## config.mk

```make
export PLATFORM = sky130hd
export DESIGN_NAME = sprite_frame_sequencer_unit_flat
export DESIGN_NICKNAME = d
export VERILOG_FILES = /design/src/design/sfs_pkg.sv /design/src/design/sfs_if.sv /design/src/design/sfs_clip_ram.sv /design/src/design/sfs_divider.sv /design/src/design/sprite_frame_sequencer_unit.sv /design/src/flat_wrapper.sv
export SDC_FILE = /design/constraint.sdc
export NUM_CORES = 2
export LEC_CHECK = 0
export ABC_CLOCK_PERIOD_IN_PS = 19900
export BUFFER_PORTS_ARGS = -buffer_cell sky130_fd_sc_hd__buf_2
export CAP_MARGIN = 25
export CORE_MARGIN = 4
export CORE_UTILIZATION = 60
export CTS_CLUSTER_DIAMETER = 50
export DETAILED_ROUTE_END_ITERATION = 8
export GPL_TIMING_DRIVEN = 0
export PLACE_DENSITY = 0.83
export SLEW_MARGIN = 15
export SYNTH_ARGS = -nofsm -noshare
export SYNTH_HDL_FRONTEND = slang
export SYNTH_SLANG_ARGS = --single-unit
```

## constraint.sdc

```tcl
create_clock -name i_clk -period 19.9 [get_ports i_clk]
set_input_delay 0.995 -clock i_clk [delete_from_list [all_inputs] [get_ports i_clk]]
set_output_delay 0.995 -clock i_clk [all_outputs]
set_load 0.005 [all_outputs]
```

## src/design/sfs_pkg.sv

```systemverilog
// Shared constants, codes and types of the sprite frame sequencer.
package sfs_pkg;

    localparam int CLIP_DEPTH = 64;
    localparam int CLIP_AW    = $clog2(CLIP_DEPTH);
    localparam int LEN_W      = 7;
    localparam int FRAME_W    = 6;
    localparam int TILE_W     = 12;
    localparam int ROW_W      = 12;
    localparam int COL_W      = 8;
    localparam int Q_W        = 24;
    localparam int ACC_W      = 32;
    localparam int DIM_W      = 13;
    localparam int FRAC_W     = 16;
    localparam int CFG_W      = 24;
    localparam int CFG_IDX_W  = 3;
    localparam int DVD_W      = 30;
    localparam int DVS_W      = 13;
    localparam int DIV_STEPS  = DVD_W / 2;
    localparam int DIV_CNT_W  = $clog2(DIV_STEPS + 1);
    localparam int UPROD_W    = COL_W + Q_W;
    localparam int VPROD_W    = ROW_W + Q_W;

    localparam logic [Q_W-1:0]   Q_MAX            = '1;
    localparam logic [CFG_W-1:0] FRAME_PERIOD_RST = 24'd6554;

    typedef enum logic [CFG_IDX_W-1:0] {
        CFG_FRAME_PERIOD  = 3'd0,
        CFG_TILES_PER_ROW = 3'd1,
        CFG_CLIP_LENGTH   = 3'd2,
        CFG_SPRITE_WIDTH  = 3'd3,
        CFG_SPRITE_HEIGHT = 3'd4,
        CFG_SHEET_WIDTH   = 3'd5,
        CFG_SHEET_HEIGHT  = 3'd6
    } t_cfg_idx;

    typedef enum logic {
        FUNC_TICK = 1'b0,
        FUNC_LOAD = 1'b1
    } t_func;

    typedef enum logic [2:0] {
        S_IDLE,
        S_ADV,
        S_READ,
        S_START,
        S_DIV,
        S_MUL,
        S_OUT
    } t_state;

    typedef struct packed {
        logic             start;
        logic [DVD_W-1:0] dividend;
        logic [DVS_W-1:0] divisor;
    } t_div_req;

    typedef struct packed {
        logic             done;
        logic [DVD_W-1:0] quotient;
        logic [DVS_W-1:0] remainder;
    } t_div_rsp;

endpackage

```

## src/design/sfs_if.sv

```systemverilog
// Valid/ready channel interfaces for the input items and the result items.
interface sfs_in_if
    import sfs_pkg::*;
();
    logic              valid;
    logic              ready;
    logic              func;
    logic [Q_W-1:0]    elapsed;
    logic [5:0]        entry_slot;
    logic [TILE_W-1:0] entry_tile;

    modport source (output valid, func, elapsed, entry_slot, entry_tile, input ready);
    modport sink   (input valid, func, elapsed, entry_slot, entry_tile, output ready);
endinterface

interface sfs_out_if
    import sfs_pkg::*;
();
    logic               valid;
    logic               ready;
    logic [FRAME_W-1:0] frame_index;
    logic [TILE_W-1:0]  tile_id;
    logic [ROW_W-1:0]   tile_row;
    logic [COL_W-1:0]   tile_col;
    logic [Q_W-1:0]     u_offset;
    logic [Q_W-1:0]     v_offset;
    logic [Q_W-1:0]     u_scale;
    logic [Q_W-1:0]     v_scale;
    logic               frame_changed;

    modport source (output valid, frame_index, tile_id, tile_row, tile_col, u_offset,
                    v_offset, u_scale, v_scale, frame_changed, input ready);
    modport sink   (input valid, frame_index, tile_id, tile_row, tile_col, u_offset,
                    v_offset, u_scale, v_scale, frame_changed, output ready);
endinterface

```

## src/design/sfs_clip_ram.sv

```systemverilog
// Clip table memory: one write port and one registered read port.
module sfs_clip_ram
    import sfs_pkg::*;
(
    input  logic               i_clk,
    input  logic               i_we,
    input  logic [CLIP_AW-1:0] i_waddr,
    input  logic [TILE_W-1:0]  i_wdata,
    input  logic               i_re,
    input  logic [CLIP_AW-1:0] i_raddr,
    output logic [TILE_W-1:0]  o_rdata
);

    logic [TILE_W-1:0] r_mem [CLIP_DEPTH];
    logic [TILE_W-1:0] r_rdata;

    always_ff @(posedge i_clk) begin
        if (i_we) begin
            r_mem[i_waddr] <= i_wdata;
        end
    end

    always_ff @(posedge i_clk) begin
        if (i_re) begin
            r_rdata <= r_mem[i_raddr];
        end
    end

    assign o_rdata = r_rdata;

endmodule

```

## src/design/sfs_divider.sv

```systemverilog
// Restoring unsigned divider that retires two quotient bits per cycle.
module sfs_divider
    import sfs_pkg::*;
(
    input  logic     i_clk,
    input  logic     i_rst_n,
    input  t_div_req i_req,
    output t_div_rsp o_rsp
);

    logic                 r_busy;
    logic                 r_done;
    logic [DIV_CNT_W-1:0] r_cnt;
    logic [DVD_W-1:0]     r_dvd;
    logic [DVS_W-1:0]     r_dvs;
    logic [DVS_W-1:0]     r_rem;

    logic [DVS_W:0]   n_part1;
    logic [DVS_W:0]   n_part2;
    logic             n_q1;
    logic             n_q2;
    logic [DVS_W-1:0] n_rem1;
    logic [DVS_W-1:0] n_rem2;

    always_comb begin
        n_part1 = {r_rem, r_dvd[DVD_W-1]};
        n_q1    = n_part1 >= {1'b0, r_dvs};
        n_rem1  = n_q1 ? DVS_W'(n_part1 - {1'b0, r_dvs}) : n_part1[DVS_W-1:0];
        n_part2 = {n_rem1, r_dvd[DVD_W-2]};
        n_q2    = n_part2 >= {1'b0, r_dvs};
        n_rem2  = n_q2 ? DVS_W'(n_part2 - {1'b0, r_dvs}) : n_part2[DVS_W-1:0];
    end

    always_ff @(posedge i_clk) begin
        if (!i_rst_n) begin
            r_busy <= 1'b0;
            r_done <= 1'b0;
            r_cnt  <= '0;
        end else begin
            r_done <= 1'b0;
            if (i_req.start) begin
                r_busy <= 1'b1;
                r_cnt  <= DIV_CNT_W'(DIV_STEPS);
            end else if (r_busy) begin
                r_cnt <= r_cnt - 1'b1;
                if (r_cnt == DIV_CNT_W'(1)) begin
                    r_busy <= 1'b0;
                    r_done <= 1'b1;
                end
            end
        end
    end

    always_ff @(posedge i_clk) begin
        if (i_req.start) begin
            r_dvd <= i_req.dividend;
            r_dvs <= i_req.divisor;
            r_rem <= '0;
        end else if (r_busy) begin
            r_dvd <= {r_dvd[DVD_W-3:0], n_q1, n_q2};
            r_rem <= n_rem2;
        end
    end

    assign o_rsp.done      = r_done;
    assign o_rsp.quotient  = r_dvd;
    assign o_rsp.remainder = r_rem;

endmodule

```

## src/design/sprite_frame_sequencer_unit.sv

```systemverilog
// Top level of the sprite frame sequencer: control, state registers and result stage.
//
// Input items arrive on i_item as valid/ready transactions. A tick item adds its
// elapsed time to a saturating accumulator and advances the clip frame when the
// accumulator exceeds the frame period; a load item writes one clip table entry.
// Every item yields exactly one result transaction on o_result describing the
// current frame: its tile, sheet row and column, texture offset and scale.
// The block handles one item at a time. The accumulator add happens at the
// accepting edge. After acceptance the item passes through these states in
// order: the period compare and frame advance, the clip table read, the launch
// of the dividers, the shared-length division (tile by tiles per row, and the
// two scale ratios, 15 steps of two bits in parallel, then a completion signal),
// the offset multiplies and the load of the result register. A new item can be
// accepted in the cycle after the result register is loaded, so the block takes
// no new item before the last one is through, while that result may still wait
// for the receiver. When the receiver stalls, the finished result is held, and
// the next item is processed up to the result stage and waits there.
// Reset clears the accumulator and the frame index and sets the configuration to
// its reset values; the clip table is not cleared and must be loaded before it
// is read. Configuration writes are taken on any cycle.
module sprite_frame_sequencer_unit
    import sfs_pkg::*;
(
    input  logic                 i_clk,
    input  logic                 i_rst_n,
    input  logic                 i_cfg_we,
    input  logic [CFG_IDX_W-1:0] i_cfg_index,
    input  logic [CFG_W-1:0]     i_cfg_data,
    sfs_in_if.sink               i_item,
    sfs_out_if.source            o_result
);

    // Configuration registers.
    logic [Q_W-1:0]   r_frame_period;
    logic [COL_W-1:0] r_tiles_per_row;
    logic [LEN_W-1:0] r_clip_length;
    logic [DIM_W-1:0] r_sprite_width;
    logic [DIM_W-1:0] r_sprite_height;
    logic [DIM_W-1:0] r_sheet_width;
    logic [DIM_W-1:0] r_sheet_height;

    // Control and working state.
    t_state             r_state;
    t_state             n_state;
    logic [ACC_W-1:0]   r_accum;
    logic [FRAME_W-1:0] r_frame;
    logic               r_func;
    logic               r_changed;
    logic               r_in_clip;
    logic [TILE_W-1:0]  r_tile;
    logic [ROW_W-1:0]   r_row;
    logic [COL_W-1:0]   r_col;
    logic [Q_W-1:0]     r_u_scale;
    logic [Q_W-1:0]     r_v_scale;
    logic [UPROD_W-1:0] r_uprod;
    logic [VPROD_W-1:0] r_vprod;

    // Result register.
    logic               r_out_valid;
    logic [FRAME_W-1:0] r_out_frame;
    logic [TILE_W-1:0]  r_out_tile;
    logic [ROW_W-1:0]   r_out_row;
    logic [COL_W-1:0]   r_out_col;
    logic [Q_W-1:0]     r_out_uoff;
    logic [Q_W-1:0]     r_out_voff;
    logic [Q_W-1:0]     r_out_uscale;
    logic [Q_W-1:0]     r_out_vscale;
    logic               r_out_changed;

    // Strobes from the state machine.
    logic in_ready;
    logic ram_re;
    logic div_start;
    logic out_load;

    logic               accept;
    logic [LEN_W-1:0]   eff_len;
    logic [LEN_W-1:0]   frame_inc;
    logic [ACC_W:0]     acc_sum;
    logic [COL_W-1:0]   eff_per;
    logic [TILE_W-1:0]  ram_rdata;
    logic [TILE_W-1:0]  tile_sel;
    logic               out_free;

    t_div_req tile_req;
    t_div_req u_req;
    t_div_req v_req;
    t_div_rsp tile_rsp;
    t_div_rsp u_rsp;
    t_div_rsp v_rsp;

    assign accept    = i_item.valid && in_ready;
    assign eff_len   = (r_clip_length > LEN_W'(CLIP_DEPTH)) ? LEN_W'(CLIP_DEPTH)
                                                            : r_clip_length;
    assign frame_inc = LEN_W'({1'b0, r_frame}) + LEN_W'(1);
    assign acc_sum   = {1'b0, r_accum} + (ACC_W + 1)'(i_item.elapsed);
    assign eff_per   = (r_tiles_per_row == '0) ? COL_W'(1) : r_tiles_per_row;
    assign tile_sel  = (LEN_W'({1'b0, r_frame}) < eff_len) ? ram_rdata : '0;
    assign out_free  = !r_out_valid || o_result.ready;

    always_ff @(posedge i_clk) begin
        if (!i_rst_n) begin
            r_frame_period  <= FRAME_PERIOD_RST;
            r_tiles_per_row <= COL_W'(1);
            r_clip_length   <= '0;
            r_sprite_width  <= DIM_W'(1);
            r_sprite_height <= DIM_W'(1);
            r_sheet_width   <= DIM_W'(1);
            r_sheet_height  <= DIM_W'(1);
        end else if (i_cfg_we) begin
            case (t_cfg_idx'(i_cfg_index))
                CFG_FRAME_PERIOD:  r_frame_period  <= i_cfg_data[Q_W-1:0];
                CFG_TILES_PER_ROW: r_tiles_per_row <= i_cfg_data[COL_W-1:0];
                CFG_CLIP_LENGTH:   r_clip_length   <= i_cfg_data[LEN_W-1:0];
                CFG_SPRITE_WIDTH:  r_sprite_width  <= i_cfg_data[DIM_W-1:0];
                CFG_SPRITE_HEIGHT: r_sprite_height <= i_cfg_data[DIM_W-1:0];
                CFG_SHEET_WIDTH:   r_sheet_width   <= i_cfg_data[DIM_W-1:0];
                CFG_SHEET_HEIGHT:  r_sheet_height  <= i_cfg_data[DIM_W-1:0];
                default: begin
                end
            endcase
        end
    end

    always_comb begin
        n_state = r_state;
        case (r_state)
            S_IDLE:  if (i_item.valid) n_state = S_ADV;
            S_ADV:   n_state = S_READ;
            S_READ:  n_state = S_START;
            S_START: n_state = S_DIV;
            S_DIV:   if (u_rsp.done && v_rsp.done && tile_rsp.done) n_state = S_MUL;
            S_MUL:   n_state = S_OUT;
            S_OUT:   if (out_free) n_state = S_IDLE;
            default: n_state = S_IDLE;
        endcase
    end

    always_comb begin
        in_ready  = 1'b0;
        ram_re    = 1'b0;
        div_start = 1'b0;
        out_load  = 1'b0;
        case (r_state)
            S_IDLE:  in_ready  = 1'b1;
            S_READ:  ram_re    = 1'b1;
            S_START: div_start = 1'b1;
            S_OUT:   out_load  = out_free;
            default: begin
            end
        endcase
    end

    always_ff @(posedge i_clk) begin
        if (!i_rst_n) begin
            r_state     <= S_IDLE;
            r_accum     <= '0;
            r_frame     <= '0;
            r_changed   <= 1'b0;
            r_func      <= FUNC_TICK;
            r_out_valid <= 1'b0;
        end else begin
            r_state <= n_state;
            if (accept) begin
                r_func    <= i_item.func;
                r_changed <= 1'b0;
                if (t_func'(i_item.func) == FUNC_TICK) begin
                    r_accum <= acc_sum[ACC_W] ? '1 : acc_sum[ACC_W-1:0];
                end
            end
            if (r_state == S_ADV && t_func'(r_func) == FUNC_TICK
                    && r_accum > ACC_W'(r_frame_period)) begin
                r_accum <= r_accum - ACC_W'(r_frame_period);
                if (eff_len != '0) begin
                    r_frame   <= (frame_inc >= eff_len) ? '0 : frame_inc[FRAME_W-1:0];
                    r_changed <= 1'b1;
                end
            end
            if (out_load) begin
                r_out_valid <= 1'b1;
            end else if (o_result.ready) begin
                r_out_valid <= 1'b0;
            end
        end
    end

    always_ff @(posedge i_clk) begin
        if (div_start) begin
            r_tile    <= tile_sel;
            r_in_clip <= LEN_W'({1'b0, r_frame}) < eff_len;
        end
        if (r_state == S_DIV && tile_rsp.done) begin
            r_row     <= r_in_clip ? tile_rsp.quotient[ROW_W-1:0] : '0;
            r_col     <= r_in_clip ? tile_rsp.remainder[COL_W-1:0] : '0;
            r_u_scale <= (u_rsp.quotient > DVD_W'(Q_MAX)) ? Q_MAX : u_rsp.quotient[Q_W-1:0];
            r_v_scale <= (v_rsp.quotient > DVD_W'(Q_MAX)) ? Q_MAX : v_rsp.quotient[Q_W-1:0];
        end
        if (r_state == S_MUL) begin
            r_uprod <= UPROD_W'(r_col) * UPROD_W'(r_u_scale);
            r_vprod <= VPROD_W'(r_row) * VPROD_W'(r_v_scale);
        end
        if (out_load) begin
            r_out_frame   <= r_frame;
            r_out_tile    <= r_tile;
            r_out_row     <= r_row;
            r_out_col     <= r_col;
            r_out_uoff    <= (r_uprod > UPROD_W'(Q_MAX)) ? Q_MAX : r_uprod[Q_W-1:0];
            r_out_voff    <= (r_vprod > VPROD_W'(Q_MAX)) ? Q_MAX : r_vprod[Q_W-1:0];
            r_out_uscale  <= r_u_scale;
            r_out_vscale  <= r_v_scale;
            r_out_changed <= r_changed;
        end
    end

    sfs_clip_ram u_clip_ram (
        .i_clk   (i_clk),
        .i_we    (accept && t_func'(i_item.func) == FUNC_LOAD
                  && int'(i_item.entry_slot) < CLIP_DEPTH),
        .i_waddr (CLIP_AW'(i_item.entry_slot)),
        .i_wdata (i_item.entry_tile),
        .i_re    (ram_re),
        .i_raddr (CLIP_AW'(r_frame)),
        .o_rdata (ram_rdata)
    );

    assign tile_req.start    = div_start;
    assign tile_req.dividend = DVD_W'(tile_sel);
    assign tile_req.divisor  = DVS_W'(eff_per);

    assign u_req.start    = div_start;
    assign u_req.dividend = DVD_W'({r_sprite_width, {FRAC_W{1'b0}}});
    assign u_req.divisor  = r_sheet_width;

    assign v_req.start    = div_start;
    assign v_req.dividend = DVD_W'({r_sprite_height, {FRAC_W{1'b0}}});
    assign v_req.divisor  = r_sheet_height;

    sfs_divider u_tile_div (
        .i_clk   (i_clk),
        .i_rst_n (i_rst_n),
        .i_req   (tile_req),
        .o_rsp   (tile_rsp)
    );

    sfs_divider u_uscale_div (
        .i_clk   (i_clk),
        .i_rst_n (i_rst_n),
        .i_req   (u_req),
        .o_rsp   (u_rsp)
    );

    sfs_divider u_vscale_div (
        .i_clk   (i_clk),
        .i_rst_n (i_rst_n),
        .i_req   (v_req),
        .o_rsp   (v_rsp)
    );

    assign i_item.ready = in_ready;

    assign o_result.valid         = r_out_valid;
    assign o_result.frame_index   = r_out_frame;
    assign o_result.tile_id       = r_out_tile;
    assign o_result.tile_row      = r_out_row;
    assign o_result.tile_col      = r_out_col;
    assign o_result.u_offset      = r_out_uoff;
    assign o_result.v_offset      = r_out_voff;
    assign o_result.u_scale       = r_out_uscale;
    assign o_result.v_scale       = r_out_vscale;
    assign o_result.frame_changed = r_out_changed;

endmodule
```

## src/flat_wrapper.sv

```systemverilog
// flat-port wrapper written by rule: the top's interface ports become plain ports
module sprite_frame_sequencer_unit_flat import sfs_pkg::*;
  (i_clk, i_rst_n, i_cfg_we, i_cfg_index, i_cfg_data, i_item_valid, i_item_func, i_item_elapsed, i_item_entry_slot, i_item_entry_tile, i_item_ready, o_result_valid, o_result_frame_index, o_result_tile_id, o_result_tile_row, o_result_tile_col, o_result_u_offset, o_result_v_offset, o_result_u_scale, o_result_v_scale, o_result_frame_changed, o_result_ready);
  sfs_in_if i_item_i ();
  sfs_out_if o_result_i ();
  input  logic i_clk;
  input  logic i_rst_n;
  input  logic i_cfg_we;
  input  logic [CFG_IDX_W-1:0] i_cfg_index;
  input  logic [CFG_W-1:0] i_cfg_data;
  input wire logic [$bits(i_item_i.valid)-1:0] i_item_valid;
  input wire logic [$bits(i_item_i.func)-1:0] i_item_func;
  input wire logic [$bits(i_item_i.elapsed)-1:0] i_item_elapsed;
  input wire logic [$bits(i_item_i.entry_slot)-1:0] i_item_entry_slot;
  input wire logic [$bits(i_item_i.entry_tile)-1:0] i_item_entry_tile;
  output wire logic [$bits(i_item_i.ready)-1:0] i_item_ready;
  output wire logic [$bits(o_result_i.valid)-1:0] o_result_valid;
  output wire logic [$bits(o_result_i.frame_index)-1:0] o_result_frame_index;
  output wire logic [$bits(o_result_i.tile_id)-1:0] o_result_tile_id;
  output wire logic [$bits(o_result_i.tile_row)-1:0] o_result_tile_row;
  output wire logic [$bits(o_result_i.tile_col)-1:0] o_result_tile_col;
  output wire logic [$bits(o_result_i.u_offset)-1:0] o_result_u_offset;
  output wire logic [$bits(o_result_i.v_offset)-1:0] o_result_v_offset;
  output wire logic [$bits(o_result_i.u_scale)-1:0] o_result_u_scale;
  output wire logic [$bits(o_result_i.v_scale)-1:0] o_result_v_scale;
  output wire logic [$bits(o_result_i.frame_changed)-1:0] o_result_frame_changed;
  input wire logic [$bits(o_result_i.ready)-1:0] o_result_ready;
  assign i_item_i.valid = i_item_valid;
  assign i_item_i.func = i_item_func;
  assign i_item_i.elapsed = i_item_elapsed;
  assign i_item_i.entry_slot = i_item_entry_slot;
  assign i_item_i.entry_tile = i_item_entry_tile;
  assign i_item_ready = i_item_i.ready;
  assign o_result_valid = o_result_i.valid;
  assign o_result_frame_index = o_result_i.frame_index;
  assign o_result_tile_id = o_result_i.tile_id;
  assign o_result_tile_row = o_result_i.tile_row;
  assign o_result_tile_col = o_result_i.tile_col;
  assign o_result_u_offset = o_result_i.u_offset;
  assign o_result_v_offset = o_result_i.v_offset;
  assign o_result_u_scale = o_result_i.u_scale;
  assign o_result_v_scale = o_result_i.v_scale;
  assign o_result_frame_changed = o_result_i.frame_changed;
  assign o_result_i.ready = o_result_ready;
  sprite_frame_sequencer_unit u_core (.i_clk(i_clk), .i_rst_n(i_rst_n), .i_cfg_we(i_cfg_we), .i_cfg_index(i_cfg_index), .i_cfg_data(i_cfg_data), .i_item(i_item_i), .o_result(o_result_i));
endmodule
```

; ---- Word-level counts from Yosys, hierarchy flattened
; Memory sizes are Yosys's and may differ from the RTL's. A register that Yosys moved wholly into a read port is not among the register bits.
; Cells that the tools add are included.
[totals]
word_cells = 187
mem_count = 1
ff_bits = 600
mem_bits_rw = 768
[memory_table]
columns = memory, depth, word_bits, rd, rd_clocked_by_memory_dff, wr, line_no
row1 = u_core.u_clip_ram.r_mem, 64, 12, 1, 1, 1, sfs_clip_ram.sv:14  ; logic [TILE_W-1:0] r_mem [CLIP_DEPTH];
[classes]
eq_ne = 19
addsub = 12
n_bitwise = 5
n_reduce_logical = 31
n_mul = 2
magnitude_cmp = 14
muxes = 52
[op_table]
columns = op, count
row1 = two-way mux 32 bit, 4
row2 = two-way mux 29 bit, 4
row3 = two-way mux 13 bit, 6
row4 = "greater-than comparator 30 x 24 -> 1 bit, second input constant", 2
row5 = greater-or-equal comparator 14 x 13 -> 1 bit, 4
row6 = subtractor 13 bit, 4
row7 = "greater-than comparator 36 x 24 -> 1 bit, second input constant", 1
row8 = multiplier 12 x 24 -> 36 bit, 1
row9 = two-way mux 12 bit, 3
row10 = adder 32 x 24 -> 33 bit, 1
row11 = greater-than comparator 32 x 24 -> 1 bit, 1
row12 = "greater-than comparator 32 x 24 -> 1 bit, second input constant", 1
row13 = multiplier 8 x 24 -> 32 bit, 1
row14 = subtractor 32 x 24 -> 32 bit, 1
row15 = greater-or-equal comparator 14 x 8 -> 1 bit, 2
row16 = subtractor 13 x 8 -> 13 bit, 2
row17 = two-way mux 4 bit, 6
row18 = two-way mux 1 bit, 23
row19 = case mux 3 bit (7 select lines), 1
row20 = "== test 3 bit, second input constant", 6
row21 = AND reduction 2 bit, 9
row22 = "== test 3 x 2 -> 1 bit, second input constant", 4
row23 = "== test 4 x 1 -> 1 bit, second input constant", 3
row24 = "subtractor 4 x 1 -> 4 bit, second input constant", 3
row25 = 20 further kinds, 42

; ---- Depth between registers and ports, before layout
[logic_depth]
word_depth = 6
ltp_mapped = 26

; ---- Cells and area by module
; From an unflattened synthesis, not the netlist that was laid out.
[hier_totals]
cells_unflattened = 5786
area_unflattened_um2 = 74426.4
[modules_own_cells]
columns = module, instances, seq_area_each_um2, area_per_inst_um2, cells_per_inst
row1 = sprite_frame_sequencer_unit, 1, 11230.8, 32899.1, 3372
row2 = sfs_clip_ram, 1, 23422.5, 29971.2, 1339
row3 = sfs_divider (u_core.u_uscale_div ...), 2, 1671.6, 3849.9, 360
row4 = sfs_divider (u_core.u_tile_div), 1, 1671.6, 3856.2, 355

; ---- Worst setup path before layout
; Ideal clock, no wire load.
[synth_timing]
path_type = flip-flop to flip-flop
startpoint = register u_core.r_state[2]
endpoint = register u_core.r_col[0] (enable)
stages_incl_launch_ff = 3
arrival_time_ps = 7048
required_ps = 19237
setup_slack_ps = 12189
cell_sequence = dfxtp_1 -> clkbuf_1 -> nor4bb_1
[synth_via]
elab_chain_len = 2
[synth_lines]
columns = item, line_no
row1 = from (decl), sprite_frame_sequencer_unit.sv:43  ; t_state r_state;
row2 = from (signal assigned), sprite_frame_sequencer_unit.sv:163  ; r_state <= n_state;
row3 = == test 3 bit, sprite_frame_sequencer_unit.sv:192  ; if (r_state == S_DIV && tile_rsp.done) begin
row4 = logical AND 1 bit, sprite_frame_sequencer_unit.sv:192
row5 = to (signal assigned), sprite_frame_sequencer_unit.sv:194  ; r_col <= r_in_clip ? tile_rsp.remainder[COL_W-1:0] : '0;
row6 = to (decl), sprite_frame_sequencer_unit.sv:52  ; logic [COL_W-1:0] r_col;
; Every way passes these cells.
; A chain may end at the register's enable or synchronous reset.

; ---- Worst setup path after layout
[layout_timing]
startpoint = register u_core.r_row[3]
endpoint = register u_core.r_vprod[35] (data pin)
[layout_via]
elab_chain_len = 1
[layout_lines]
columns = item, line_no
row1 = from (decl), sprite_frame_sequencer_unit.sv:51  ; logic [ROW_W-1:0] r_row;
row2 = from (signal assigned), sprite_frame_sequencer_unit.sv:193  ; r_row <= r_in_clip ? tile_rsp.quotient[ROW_W-1:0] : '0;
row3 = multiplier 12 x 24 -> 36 bit, sprite_frame_sequencer_unit.sv:200  ; r_vprod <= VPROD_W'(r_row) * VPROD_W'(r_v_scale);
row4 = to (signal assigned), sprite_frame_sequencer_unit.sv:200
row5 = to (decl), sprite_frame_sequencer_unit.sv:56  ; logic [VPROD_W-1:0] r_vprod;
; Every way passes these cells.

==> impl_results.html <==
<table>
<tr><th>Metric</th><th>Value</th></tr>
<tr><th colspan="2">Status</th></tr>
<tr><td>Run status</td><td>complete, no violations</td></tr>
<tr><th colspan="2">Synthesis</th></tr>
<tr><td>Synth unique cells</td><td>92</td></tr>
<tr><td>Yosys synthesis warning count</td><td>0</td></tr>
<tr><td>Mapped cell area</td><td>72,200 sq um</td></tr>
<tr><td>Mean instance size in the synthesized netlist</td><td>13.1 sq um</td></tr>
<tr><td>Number of flops mapped to enable cells by yosys</td><td>1,136</td></tr>
<tr><td>Share of synthesized registers carrying an async set or reset</td><td>0</td></tr>
<tr><td>Post-synth top flop</td><td>sky130_fd_sc_hd__edfxtp_1</td></tr>
<tr><td>Flip-flop and latch count after synthesis</td><td>1,380</td></tr>
<tr><td>Synthesized net count</td><td>6,216</td></tr>
<tr><td>Syn Inst Count</td><td>5,519</td></tr>
<tr><td>Post-synthesis sequential area ratio</td><td>0.540</td></tr>
<tr><th colspan="2">Power and ir drop</th></tr>
<tr><td>Power density over the cells</td><td>99.8 nW/um^2</td></tr>
<tr><td>VDD IR max</td><td>0.104 mV</td></tr>
<tr><td>Leak</td><td>30.2 nW</td></tr>
<tr><td>Power, Total</td><td>8.11 mW</td></tr>
<tr><th colspan="2">Setup path</th></tr>
<tr><td>Element type at the critical path start</td><td>flip-flop</td></tr>
<tr><td>Cell Chain, Critical Path</td><td>clkbuf_1 &gt; nand2_1 &gt; fa_1 &gt; fa_1 &gt; inv_1 &gt; fa_1 &gt; fa_1 &gt; inv_1 &gt; fa_1 &gt; inv_1 &gt; ha_1 &gt; o21a_1 &gt; nor2_1 &gt; a21oi_1 &gt; o2111ai_1 &gt; a211oi_1 &gt; nor3_1 &gt; a211o_1 &gt; a211oi_1 &gt; nor2_1 &gt; xnor2_1</td></tr>
<tr><td>Data arrival time of the worst path</td><td>7600 ps</td></tr>
<tr><td>Delay of the slowest cell on the worst path</td><td>660 ps</td></tr>
<tr><td>Data required, critical path</td><td>20,450 ps</td></tr>
<tr><td>Slowest cell on the critical path</td><td>sky130_fd_sc_hd__edfxtp_1</td></tr>
<tr><td>Most Frequent Cell on Critical Path</td><td>sky130_fd_sc_hd__fa_1</td></tr>
<tr><td>Critical path fanouts, max</td><td>10</td></tr>
<tr><td>Kind of capture point of the worst setup path</td><td>flip-flop</td></tr>
<tr><td>Kind of critical path</td><td>reg2reg</td></tr>
<tr><th colspan="2">CTS</th></tr>
<tr><td>Buffers inserted during post-CTS setup optimization</td><td>0</td></tr>
<tr><td>Cts-stage hold buffer count</td><td>0</td></tr>
<tr><td>Maximum number of buffers from clock root to sink</td><td>3</td></tr>
<tr><td>Clock sink count</td><td>1,380</td></tr>
<tr><td>Clock tree from TritonCTS</td><td>done</td></tr>
<tr><td>Number of CTS-inserted buffers</td><td>150</td></tr>
<tr><td>Worst-path clk slew</td><td>60 ps</td></tr>
<tr><td>Number of H-tree levels</td><td>4</td></tr>
<tr><td>Clk Latency, worst-skew pair</td><td>810 ps</td></tr>
<tr><td>Clock root buffer master</td><td>sky130_fd_sc_hd__clkbuf_16</td></tr>
<tr><td>Cts repair resizes</td><td>0</td></tr>
<tr><th colspan="2">Layout</th></tr>
<tr><td>Net count reported at finish</td><td>6,662</td></tr>
<tr><td>Share of post-route cells with drive strength above 1</td><td>0.157</td></tr>
<tr><td>Final design utilization</td><td>0.680</td></tr>
<tr><td>Growth of design area from synthesis to finish</td><td>12.6%</td></tr>
<tr><td>Top library cells by usage in the layout, fill and taps aside</td><td>sky130_fd_sc_hd__edfxtp_1 (1,136), sky130_fd_sc_hd__nand2_1 (642), sky130_fd_sc_hd__inv_1 (519)</td></tr>
<tr><td>Most common library cell in the layout ignoring fill and taps</td><td>sky130_fd_sc_hd__edfxtp_1</td></tr>
<tr><th colspan="2">Timing</th></tr>
<tr><td>Final count of pins violating max slew</td><td>0</td></tr>
<tr><td>TNS Setup</td><td>0 ps</td></tr>
<tr><td>Transition time at the pin with the least slew margin</td><td>1020 ps</td></tr>
<tr><td>Rel. slew slack</td><td>0.322</td></tr>
<tr><td>Number of endpoints failing setup at the final stage</td><td>0</td></tr>
<tr><td>Setup repair after global routing missed its margin</td><td>false</td></tr>
<tr><td>Max Fclk</td><td>142 MHz</td></tr>
<tr><td>Post-route setup slack</td><td>12,850 ps</td></tr>
<tr><td>Number of failing hold endpoints at the final stage</td><td>0</td></tr>
<tr><td>Final worst-path cycle share</td><td>0.354</td></tr>
<tr><td>Worst Clk Skew</td><td>30.5 ps</td></tr>
<tr><td>Post-layout min period</td><td>7050 ps</td></tr>
<tr><th colspan="2">Drt</th></tr>
<tr><td>1st-pass router iterations</td><td>6</td></tr>
<tr><td>Via count</td><td>47.7k</td></tr>
<tr><td>Number of remaining DRC errors</td><td>0</td></tr>
<tr><td>Count of routing violations after the opening detailed-route iteration</td><td>6,085</td></tr>
<tr><td>Detail-routed via count per cell</td><td>6.18</td></tr>
<tr><td>Total Wirelength</td><td>191,000 um</td></tr>
<tr><td>Wirelength per Cell</td><td>24.7 um</td></tr>
<tr><td>Antenna-violating nets left</td><td>0</td></tr>
<tr><th colspan="2">Global routing</th></tr>
<tr><td>Wire length of the first global-routing pass</td><td>289,000 um</td></tr>
<tr><td>Via count of the first global-routing pass</td><td>47.9k</td></tr>
<tr><td>Combined global-route utilization of all metal layers</td><td>0.304</td></tr>
<tr><td>Remaining global-route overflow</td><td>0</td></tr>
<tr><td>Maximum number of pins on one net before global-route repair</td><td>65</td></tr>
<tr><td>Antenna violations before repair</td><td>16</td></tr>
<tr><th colspan="2">Die</th></tr>
<tr><td>Die outline width</td><td>355 um</td></tr>
<tr><td>Starting density of the core</td><td>0.604</td></tr>
<tr><td>Number of ports placed on the die boundary</td><td>212</td></tr>
<tr><td>Core region area</td><td>120,000 sq um</td></tr>
<tr><td>Die H</td><td>355 um</td></tr>
<tr><td>Cell row count</td><td>127</td></tr>
<tr><td>Area enclosed by the die boundary</td><td>126,000 sq um</td></tr>
<tr><th colspan="2">Place</th></tr>
<tr><td>Post-DP HPWL</td><td>131,000 um</td></tr>
<tr><td>I/O Buffers</td><td>206</td></tr>
<tr><td>Gpl congestion</td><td>0.953</td></tr>
<tr><td>Pre-CTS setup slack</td><td>13,080 ps</td></tr>
<tr><th colspan="2">Min path</th></tr>
<tr><td>Path type of the worst min-delay path</td><td>reg2reg</td></tr>
<tr><th colspan="2">Job</th></tr>
<tr><td>MaxCap Viol Count</td><td>0</td></tr>
</table>
==> stage by stage <==
| step | instances | hold slack (ps) | instance area [sq um] |
|---|---|---|---|
| final | 7709 | 418 | 81300 |
| after global routing | 7701 | 423 | 81300 |
| after CTS | 7673 | 405 | 81000 |
| after detailed placement | 7397 | 405 | 76000 |
| after global placement | 7337 | 404 | 75300 |
| after floorplan | 5519 | 400 | 72200 |
==> registers in the layout (all words and copies together) (netlist names), 30 cells and up <==
name and flops:
u_core.r_accum 32, u_core.r_uprod 32, u_core.r_vprod 36, u_core.u_clip_ram.r_mem 768, u_core.u_tile_div.r_dvd 30, u_core.u_uscale_div.r_dvd 30
u_core.u_vscale_div.r_dvd 30
==> layout make-up <==
type,instances,area [sq um]
antenna,8,20.0
clock buffer,189,4010
multi-input combinational,3370,30400
fill,7921,38300
tap,1612,2020
clock inverter,87,953
sequential,1380,39000
buffer,247,962
timing repair buffer,294,2060
inverter,522,1960
==> Yosys cell counts, types with 9 or more instances <==
master                     count  area (sq um)
sky130_fd_sc_hd__o31a_1       10          87.6
sky130_fd_sc_hd__nor2_1      288          1080
sky130_fd_sc_hd__or3_1        12          75.1
sky130_fd_sc_hd__dfxtp_1     244          4880
sky130_fd_sc_hd__fa_1        360          7210
sky130_fd_sc_hd__edfxtp_1   1136         34100
sky130_fd_sc_hd__o21a_1       37           278
sky130_fd_sc_hd__xnor2_1     116          1020
sky130_fd_sc_hd__o21ai_1      10          50.1
sky130_fd_sc_hd__and2_1      219          1370
sky130_fd_sc_hd__o21ai_0     119           596
sky130_fd_sc_hd__xor2_1       42           368
sky130_fd_sc_hd__and3_1        9          56.3
sky130_fd_sc_hd__nand2_1     642          2410
sky130_fd_sc_hd__mux2_2       21           236
sky130_fd_sc_hd__nor3_1       38           190
sky130_fd_sc_hd__o221ai_1     10          87.6
sky130_fd_sc_hd__a211oi_1     12          90.1
sky130_fd_sc_hd__nor4_1       17           106
sky130_fd_sc_hd__inv_1       519          1950
sky130_fd_sc_hd__o21bai_1     11          82.6
sky130_fd_sc_hd__mux4_2      252          5680
sky130_fd_sc_hd__a21o_1       65           488
sky130_fd_sc_hd__a21oi_1     273          1370
sky130_fd_sc_hd__nand3_1      66           330
sky130_fd_sc_hd__a31oi_1      15          93.8
sky130_fd_sc_hd__buf_1        25          93.8
sky130_fd_sc_hd__a21boi_0     11          82.6
sky130_fd_sc_hd__nand2b_1     36           225
sky130_fd_sc_hd__or2_2       107           669
sky130_fd_sc_hd__clkbuf_1    211           792
sky130_fd_sc_hd__nor2b_1      38           238
sky130_fd_sc_hd__a211o_1       9          78.8
sky130_fd_sc_hd__nand4_1      21           131
sky130_fd_sc_hd__mux2i_1      88           881
sky130_fd_sc_hd__o211ai_1     23           173
sky130_fd_sc_hd__ha_1        262          3280
==> logic make-up (layout without fill, tap and decap cells) <==
kind of cell	Yosys count	in the layout	synth area share
other	0	8	0
buffers and inverters	769	1339	0.0404
AND/OR/NAND/NOR	1538	1538	0.101
multiplexers	364	364	0.0946
AO/OA/AOI/OAI	688	688	0.0598
XOR/XNOR	158	158	0.0192
flip-flops	1380	1380	0.540
adder cells (fa/ha/maj)	622	622	0.145
==> worst paths after layout <==
kind | from | end | slack, ps | cells after the start
setup / recovery | u_core.r_row[3]$_SDFFCE_PN0P_ | u_core.r_vprod[35]$_DFFE_PN_ | 12850 | 21
hold / removal | u_core.r_sheet_width[6]$_SDFFE_PN0P_ | u_core.u_uscale_div.r_dvs[6]$_DFFE_PP_ | 420 | 0
setup reg to reg | u_core.r_row[3]$_SDFFCE_PN0P_ | u_core.r_vprod[35]$_DFFE_PN_ | 12850 | 21
hold reg to reg | u_core.r_sheet_width[6]$_SDFFE_PN0P_ | u_core.u_uscale_div.r_dvs[6]$_DFFE_PP_ | 420 | 0
==> critical path, delay by kind of cell, from the launching register on <==
kind,cells,cell delay [ps]
fa+ha+maj,6,2800
buf+inv,4,790
flops,1,660
simple gates,4,510
compound gates,6,1870
xor+xnor,1,130
==> layer usage <==
metal	track usage	routed length, um	vias to the layer above
li1	-	-	20447
met1	0.396	69100	23722
met5	0	40	-
met3	0.0674	20100	581
met2	0.495	91600	2914
met4	0.137	9700	8
==> where the power goes <==
part / switching (mW) / internal, mW / total [mW]
Clock: 1.22 / 1.59 / 2.81
Combinational: 1.15 / 0.844 / 1.99
Sequential: 0.0934 / 3.22 / 3.32
No activity file was read; power rests on OpenSTA's default activity.
